File: config.mk
export PLATFORM = sky130hd
export DESIGN_NAME = breakpoint_address_table_unit
export DESIGN_NICKNAME = d
export VERILOG_FILES = /design/src/hdl/batu_pkg.sv /design/src/hdl/batu_cell.sv /design/src/hdl/breakpoint_address_table_unit.sv
export SDC_FILE = /design/constraint.sdc
export NUM_CORES = 2
export LEC_CHECK = 0
export BUFFER_PORTS_ARGS = -buffer_cell sky130_fd_sc_hd__buf_4
export CAP_MARGIN = 10
export CORE_ASPECT_RATIO = 0.6
export CORE_MARGIN = 8
export CORE_UTILIZATION = 46
export CTS_CLUSTER_DIAMETER = 150
export DETAILED_ROUTE_END_ITERATION = 12
export GPL_TIMING_DRIVEN = 0
export PLACE_DENSITY = 0.65
export SLEW_MARGIN = 20
export SYNTH_ARGS = -nofsm -noshare
export SYNTH_HDL_FRONTEND = slang
export SYNTH_HIERARCHICAL = 1
export SYNTH_SLANG_ARGS = --single-unit
File: constraint.sdc
create_clock -name clk -period 4.2 [get_ports clk]
set_clock_uncertainty 0.2 [all_clocks]
set_input_delay 0.63 -clock clk [delete_from_list [all_inputs] [get_ports clk]]
set_output_delay 0.63 -clock clk [all_outputs]
set_load 0.005 [all_outputs]
File: src/hdl/batu_pkg.sv
// ----------------------------------------------------------------------------
// batu_pkg
// Shared types and constants of the breakpoint address table.
// ----------------------------------------------------------------------------
`timescale 1ns / 1ps
`default_nettype none

package batu_pkg;

	localparam int ENTRIES       = 16;
	localparam int ADDR_W        = 32;
	localparam int COUNT_W       = $clog2(ENTRIES + 1);
	localparam int ENTRY_COUNT_W = 5;
	localparam int DATA_W        = 32;
	localparam int CFG_IDX_W     = 1;
	localparam int PADDR_W       = CFG_IDX_W + 2;

	localparam logic [CFG_IDX_W-1:0] REG_MEM_LIMIT = 1'b0;
	localparam logic [ADDR_W-1:0]    MEM_LIMIT_RST = '1;

	typedef enum logic [1:0] {
		FN_CHECK  = 2'd0,
		FN_ADD    = 2'd1,
		FN_REMOVE = 2'd2,
		FN_CLEAR  = 2'd3
	} func_t;

	typedef enum logic [1:0] {
		ST_OK        = 2'd0,
		ST_INVALID   = 2'd1,
		ST_FULL      = 2'd2,
		ST_NOT_FOUND = 2'd3
	} status_t;

	// Operation token that walks down the cell row.
	typedef struct packed {
		logic              vld;
		func_t             func;
		logic [ADDR_W-1:0] addr;
		logic              addr_ok;  // add: address below the limit
		logic              flag;     // hit / slot taken / entry removed
	} tok_t;

	// One table entry, as seen by the neighboring cell.
	typedef struct packed {
		logic              valid;
		logic [ADDR_W-1:0] addr;
	} entry_t;

	typedef struct packed {
		logic                     hit;
		status_t                  status;
		logic [ENTRY_COUNT_W-1:0] entry_count;
	} res_t;

endpackage

`default_nettype wire

File: src/hdl/batu_cell.sv
// ----------------------------------------------------------------------------
// batu_cell
// One table slot: holds an entry and applies the passing operation token.
// ----------------------------------------------------------------------------
`timescale 1ns / 1ps
`default_nettype none

module batu_cell (
	input  wire                clk,
	input  wire                arst_n,
	input  batu_pkg::tok_t     tok_in,
	input  batu_pkg::entry_t   nbr,
	output batu_pkg::tok_t     tok_out,
	output batu_pkg::entry_t   ent
);

	logic                        valid_q;
	logic [batu_pkg::ADDR_W-1:0] addr_q;
	logic                        tok_vld_q;
	batu_pkg::tok_t              tok_q;
	batu_pkg::tok_t              tok_nxt;

	logic match;
	logic wr;
	logic shift;
	logic clr;
	logic flag_nxt;

	assign match = valid_q && (addr_q == tok_in.addr);

	always_comb begin
		wr       = 1'b0;
		shift    = 1'b0;
		clr      = 1'b0;
		flag_nxt = tok_in.flag;
		case (tok_in.func)
			batu_pkg::FN_CHECK: begin
				flag_nxt = tok_in.flag || match;
			end
			batu_pkg::FN_ADD: begin
				wr       = tok_in.addr_ok && !tok_in.flag && !valid_q;
				flag_nxt = tok_in.flag || wr;
			end
			batu_pkg::FN_REMOVE: begin
				// pull the neighbor down from the matching slot onward
				shift    = tok_in.flag || match;
				flag_nxt = shift;
			end
			batu_pkg::FN_CLEAR: begin
				clr = 1'b1;
			end
			default: begin
				flag_nxt = tok_in.flag;
			end
		endcase
	end

	always_comb begin
		tok_nxt      = tok_in;
		tok_nxt.flag = flag_nxt;
	end

	always_ff @(posedge clk or negedge arst_n) begin
		if (!arst_n) begin
			valid_q   <= 1'b0;
			tok_vld_q <= 1'b0;
		end else begin
			tok_vld_q <= tok_in.vld;
			if (tok_in.vld) begin
				if (clr) begin
					valid_q <= 1'b0;
				end else if (shift) begin
					valid_q <= nbr.valid;
				end else if (wr) begin
					valid_q <= 1'b1;
				end
			end
		end
	end

	always_ff @(posedge clk) begin
		if (tok_in.vld) begin
			if (shift) begin
				addr_q <= nbr.addr;
			end else if (wr) begin
				addr_q <= tok_in.addr;
			end
		end
		tok_q <= tok_nxt;
	end

	always_comb begin
		tok_out     = tok_q;
		tok_out.vld = tok_vld_q;
	end

	assign ent.valid = valid_q;
	assign ent.addr  = addr_q;

endmodule

`default_nettype wire

File: src/hdl/breakpoint_address_table_unit.sv
// ----------------------------------------------------------------------------
// breakpoint_address_table_unit
// Packed table of debug breakpoint addresses built as a row of slot cells.
// ----------------------------------------------------------------------------
//
//   Channel   Signals                               Direction  Transfer when
//   input     in_valid in_ready func addr           into unit  in_valid & in_ready
//   output    out_valid out_ready hit status        out of     out_valid & out_ready
//             entry_count
//   config    psel penable pwrite paddr pwdata      APB        psel & penable & pwrite
//             prdata pready
//
// An operation token enters slot 0 at the input transfer and moves one slot per
// cycle; the result is formed as it leaves the last cell of the row and is
// registered into the output buffer. One operation is in flight at a time, so
// no new input is taken until the current token has left the row.
// A finished result waits in a two-deep output buffer; the input stays open while
// one result waits and closes while two do.
// Reset clears all slot valid bits, the count and the output buffer at once;
// no clearing pass is needed and mem_limit returns to all ones.
// ----------------------------------------------------------------------------
`timescale 1ns / 1ps
`default_nettype none

module breakpoint_address_table_unit (
	input  wire                                  clk,
	input  wire                                  arst_n,
	// operation input
	input  wire                                  in_valid,
	output logic                                 in_ready,
	input  wire  [1:0]                           func,
	input  wire  [batu_pkg::ADDR_W-1:0]          addr,
	// result output
	output logic                                 out_valid,
	input  wire                                  out_ready,
	output logic                                 hit,
	output logic [1:0]                           status,
	output logic [batu_pkg::ENTRY_COUNT_W-1:0]   entry_count,
	// configuration port
	input  wire                                  psel,
	input  wire                                  penable,
	input  wire                                  pwrite,
	input  wire  [batu_pkg::PADDR_W-1:0]         paddr,
	input  wire  [batu_pkg::DATA_W-1:0]          pwdata,
	output logic [batu_pkg::DATA_W-1:0]          prdata,
	output logic                                 pready
);

	// ------------------------------------------------------------------
	// Configuration register
	// ------------------------------------------------------------------
	logic [batu_pkg::ADDR_W-1:0]    mem_limit_q;
	logic [batu_pkg::CFG_IDX_W-1:0] cfg_idx;

	assign cfg_idx = paddr[batu_pkg::PADDR_W-1:2];
	assign pready  = 1'b1;

	always_ff @(posedge clk or negedge arst_n) begin
		if (!arst_n) begin
			mem_limit_q <= batu_pkg::MEM_LIMIT_RST;
		end else if (psel && penable && pwrite && (cfg_idx == batu_pkg::REG_MEM_LIMIT)) begin
			mem_limit_q <= pwdata;
		end
	end

	always_comb begin
		prdata = '0;
		if (cfg_idx == batu_pkg::REG_MEM_LIMIT) begin
			prdata = mem_limit_q;
		end
	end

	// ------------------------------------------------------------------
	// Cell row: tok[i] enters cell i, tok[ENTRIES] leaves the last cell
	// ------------------------------------------------------------------
	batu_pkg::tok_t   tok [0:batu_pkg::ENTRIES];
	batu_pkg::entry_t ent [0:batu_pkg::ENTRIES-1];
	batu_pkg::tok_t   exit_tok;

	logic busy_q;
	logic hold_valid_q;
	logic accept;

	assign in_ready = !busy_q && !hold_valid_q;
	assign accept   = in_valid && in_ready;

	// Build the entering token; the limit compare is done once, here.
	always_comb begin
		tok[0].vld     = accept;
		tok[0].func    = batu_pkg::func_t'(func);
		tok[0].addr    = addr;
		tok[0].addr_ok = (addr < mem_limit_q);
		tok[0].flag    = 1'b0;
	end

	for (genvar i = 0; i < batu_pkg::ENTRIES; i++) begin : g_cell
		batu_pkg::entry_t nbr;

		// The last slot sees an empty neighbor, so a shift frees it.
		if (i == batu_pkg::ENTRIES - 1) begin : g_last
			assign nbr.valid = 1'b0;
			assign nbr.addr  = ent[i].addr;
		end else begin : g_mid
			assign nbr = ent[i+1];
		end

		batu_cell u_cell (
			.clk     (clk),
			.arst_n  (arst_n),
			.tok_in  (tok[i]),
			.nbr     (nbr),
			.tok_out (tok[i+1]),
			.ent     (ent[i])
		);
	end

	assign exit_tok = tok[batu_pkg::ENTRIES];

	// ------------------------------------------------------------------
	// Result and entry count, formed as the token leaves the row
	// ------------------------------------------------------------------
	logic [batu_pkg::COUNT_W-1:0] count_q;
	logic [batu_pkg::COUNT_W-1:0] count_nxt;
	batu_pkg::res_t               res;

	always_comb begin
		count_nxt  = count_q;
		res.hit    = 1'b0;
		res.status = batu_pkg::ST_OK;
		case (exit_tok.func)
			batu_pkg::FN_CHECK: begin
				res.hit = exit_tok.flag;
			end
			batu_pkg::FN_ADD: begin
				if (!exit_tok.addr_ok) begin
					res.status = batu_pkg::ST_INVALID;
				end else if (!exit_tok.flag) begin
					res.status = batu_pkg::ST_FULL;
				end else begin
					count_nxt = count_q + 1'b1;
				end
			end
			batu_pkg::FN_REMOVE: begin
				if (!exit_tok.flag) begin
					res.status = batu_pkg::ST_NOT_FOUND;
				end else begin
					count_nxt = count_q - 1'b1;
				end
			end
			batu_pkg::FN_CLEAR: begin
				count_nxt = '0;
			end
			default: begin
				res.status = batu_pkg::ST_OK;
			end
		endcase
		res.entry_count = batu_pkg::ENTRY_COUNT_W'(count_nxt);
	end

	always_ff @(posedge clk or negedge arst_n) begin
		if (!arst_n) begin
			count_q <= '0;
			busy_q  <= 1'b0;
		end else begin
			if (exit_tok.vld) begin
				count_q <= count_nxt;
			end
			// hold off new operations while one walks the row
			if (accept) begin
				busy_q <= 1'b1;
			end else if (exit_tok.vld) begin
				busy_q <= 1'b0;
			end
		end
	end

	// ------------------------------------------------------------------
	// Two-deep output buffer: out_q drives the ports, hold_q catches a
	// result that leaves the row while out_q is stalled.
	// ------------------------------------------------------------------
	logic           out_valid_q;
	batu_pkg::res_t out_q;
	batu_pkg::res_t hold_q;
	logic           ld_out_exit;
	logic           ld_out_hold;
	logic           ld_hold;

	always_comb begin
		ld_out_exit = 1'b0;
		ld_out_hold = 1'b0;
		ld_hold     = 1'b0;
		if (!out_valid_q || out_ready) begin
			if (hold_valid_q) begin
				ld_out_hold = 1'b1;
			end else begin
				ld_out_exit = exit_tok.vld;
			end
		end else begin
			ld_hold = exit_tok.vld;
		end
	end

	always_ff @(posedge clk or negedge arst_n) begin
		if (!arst_n) begin
			out_valid_q  <= 1'b0;
			hold_valid_q <= 1'b0;
		end else begin
			if (!out_valid_q || out_ready) begin
				out_valid_q <= ld_out_hold || ld_out_exit;
			end
			if (ld_hold) begin
				hold_valid_q <= 1'b1;
			end else if (ld_out_hold) begin
				hold_valid_q <= 1'b0;
			end
		end
	end

	always_ff @(posedge clk) begin
		if (ld_out_hold) begin
			out_q <= hold_q;
		end else if (ld_out_exit) begin
			out_q <= res;
		end
		if (ld_hold) begin
			hold_q <= res;
		end
	end

	assign out_valid   = out_valid_q;
	assign hit         = out_q.hit;
	assign status      = out_q.status;
	assign entry_count = out_q.entry_count;

endmodule

`default_nettype wire

==> summary.txt <==
Status
  – Status: completed

Drt
  – Post-route ant nets: 0
  – Drt first-iter violations: 7,955
  – Final wirelength: roughly 220 mm
  – DR DRC count: 0
  – 1st-pass router iterations: 6
  – Wire per inst: about 27 um
  – Via/cell ratio: 6.63
  – DR vias: ~55k

STA
  – Max-slew headroom: approximately 14%
  – Final hold vios: 0
  – Final Max Slew Viols: 0
  – Tcrit/Tclk final: 94.0%
  – Final setup viols: 0
  – Setup WS post-layout: between 200 and 300 ps
  – Unrepaired setup endpoints after global routing: false
  – Highest clock rate: roughly 250 MHz
  – Fin crit period: a little under 4000 ps
  – Actual slew at the worst max-slew pin: about 1300 ps
  – Hold Slack: 136 ps
  – TNS Setup: 0 ps

Setup path
  – R2R Setup Slk: 300 ps
  – Critical R2R Capture: g_cell[0].u_cell/addr_q[18]$_DFFE_PP_
  – Max stage delay cell, worst path: dlygate4sd3_1
  – Kind of critical path: primary input to flip-flop
  – CP delay by family, top: compound AO/OA/AOI/OAI gates
  – Buf/Inv on CP: 3
  – Reg2reg start: mem_limit_q[15]$_DFFE_PN1P_
  – Worst Path Arrival: roughly 4200 ps
  – Critical Path End Type: flip-flop
  – Ordered list of cells on the worst path: dlygate4sd3_1 -> buf_4 -> ha_1 -> a21oi_1 -> o21ai_0 -> a211o_1 -> a21oi_1 -> nand2b_1 -> nor4_1 -> o21ai_0 -> a21oi_4 -> buf_16
  – Worst setup SP type: primary input
  – Critical Path Fanout Max: 19
  – Reg2Reg Depth: 11
  – Slowest stage delay, CP: ~540 ps
  – Levels on crit path: 12
  – Critical Path RT: roughly 4400 ps

Placed design
  – Placed Instances: 7,979
  – Final Wtd Congestion: around 1.0
  – Port bufs: 115
  – Dpl ws: -141 ps
  – Hpwl dp: between 150 and 200 mm
  – Placed instance area: approximately 0.067 mm2

Final layout
  – Non-filler cells, final: ~8.3k
  – Post-route design area: around 0.072 mm2
  – Fill cell count: between 10k and 15k
  – Share of post-route cells with drive strength above 1: between 10% and 20%
  – Fin util: approximately 52%
  – Layout Area Growth over Synthesis: 13.1%
  – Nets: about 6.5k

Power and ir drop
  – P_leak: between 20 and 25 nW
  – Overall power: between 30 and 40 mW
  – Power density cells: between 400 and 500 mW/mm2
  – Peak VDD IR: 0.315 mV

Global routing
  – Vias in the first global route: 50.0k
  – Global-route wire length before repair: 328 mm
  – Global route total overflow: 0
  – Largest net degree at the start of global routing: 73
  – Antenna violations before repair: 12
  – GR Util All Layers: between 20 and 30%

Die
  – # IOs: approximately 120
  – Core Box Area: 0.137 mm2
  – # rows: ~110
  – Starting Density: between 40% and 50%
  – Die footprint: about 0.15 mm2
  – Die Y: slightly above 300 um
  – Chip width: 495 um

Yosys
  – Synth Area per Inst: ~11 um2
  – Count of warnings emitted by yosys: 6
  – Synth Instances: 6,024
  – Post-synthesis instance area: ~0.063 mm2

Min path
  – Worst Hold Class: primary input to flip-flop
  – Worst Hold End: hold_valid_q$_DFFE_PN0P_
  – Hold depth: 3
  – Hold path startpoint: out_ready

Job
  – Max-cap check violation count: 0

Clock tree
  – Clock Latency Late Sink: 740 ps
  – Clock net sink count: between 1k and 1.5k
  – Worst-path clk slew: 60 ps
  – Root buffer cell: clkbuf_16
  – Clock Tree Buf Depth: 3
  – CTS tree: yes
  – Total CTS buffers: approximately 110
  – H-tree levels: 3
==> layer usage <==
layer  up-vias  track usage, %  share of wire [%]
met3       257            13.1                 17
li1      23700               -                  -
met4         6            4.07                1.3
met2      3463            32.5                 35
met1     27300            45.9                 48
met5         -           0.357              0.039
==> layout make-up <==
cell class	count	area [um2]	area share, %
sequential	1144	28600	40.0
inverter	55	206	0.289
timing repair buffer	199	2000	2.79
tap	1819	2280	3.18
antenna	3	7.51	0.0105
clock buffer	142	3090	4.32
multi-input combinational	4258	31700	44.4
buffer	572	2870	4.01
clock inverter	68	776	1.08
==> repair_timing <==
action	in CTS	in global routing
gates resized for setup	0	1
buffers inserted	0	1
setup endpoints to repair	0	32
hold buffers	67	0
endpoints found under the hold margin	109	0
==> report_power, final <==
part	internal, mW	switching [mW]
combinational	2.38	3.38
sequential	12.7	1.01
clock	6.14	4.64
==> flip-flops by register name, indices dropped and copies added (netlist names) <==
name and flops:
busy_q 1, count_q 5, entry_count 5, g_cell.u_cell/addr_q 512
g_cell.u_cell/tok_out 544, g_cell.u_cell/tok_vld_q 16, g_cell.u_cell/valid_q 16, hit 1
hold_q 8, hold_valid_q 1, mem_limit_q 32, out_valid 1
status 2
==> worst min-delay path: stages <==
cell      delay (ps)
buf_4             80
nand2b_1         210
nor2_1            70
==> cell usage in the layout, fill, tap and decap left out, types with 304 or more instances in the layout <==
cell type    n
a221oi_2   449
o21ai_0    521
o311ai_1   512
nor2b_1    531
nand2_1    594
clkbuf_1   404
edfxtp_1   528
xor2_1     304
and3_1     512
dfxtp_1    544
==> how the worst max path moves through the flow <==
stage / from / endpoint
final: addr[15] / g_cell[0].u_cell/addr_q[18]$_DFFE_PP_
after global routing: mem_limit_q[19]$_DFFE_PN1P_ / g_cell[0].u_cell/addr_q[18]$_DFFE_PP_
after CTS: mem_limit_q[19]$_DFFE_PN1P_ / g_cell[0].u_cell/addr_q[18]$_DFFE_PP_
after detailed placement: addr[19] / g_cell[0].u_cell/addr_q[18]$_DFFE_PP_
after global placement: addr[17] / g_cell[0].u_cell/addr_q[18]$_DFFE_PP_
after floorplan: addr[2] / g_cell[0].u_cell/addr_q[0]$_DFFE_PP_
Note: power is estimated with default switching activity, not from simulation.
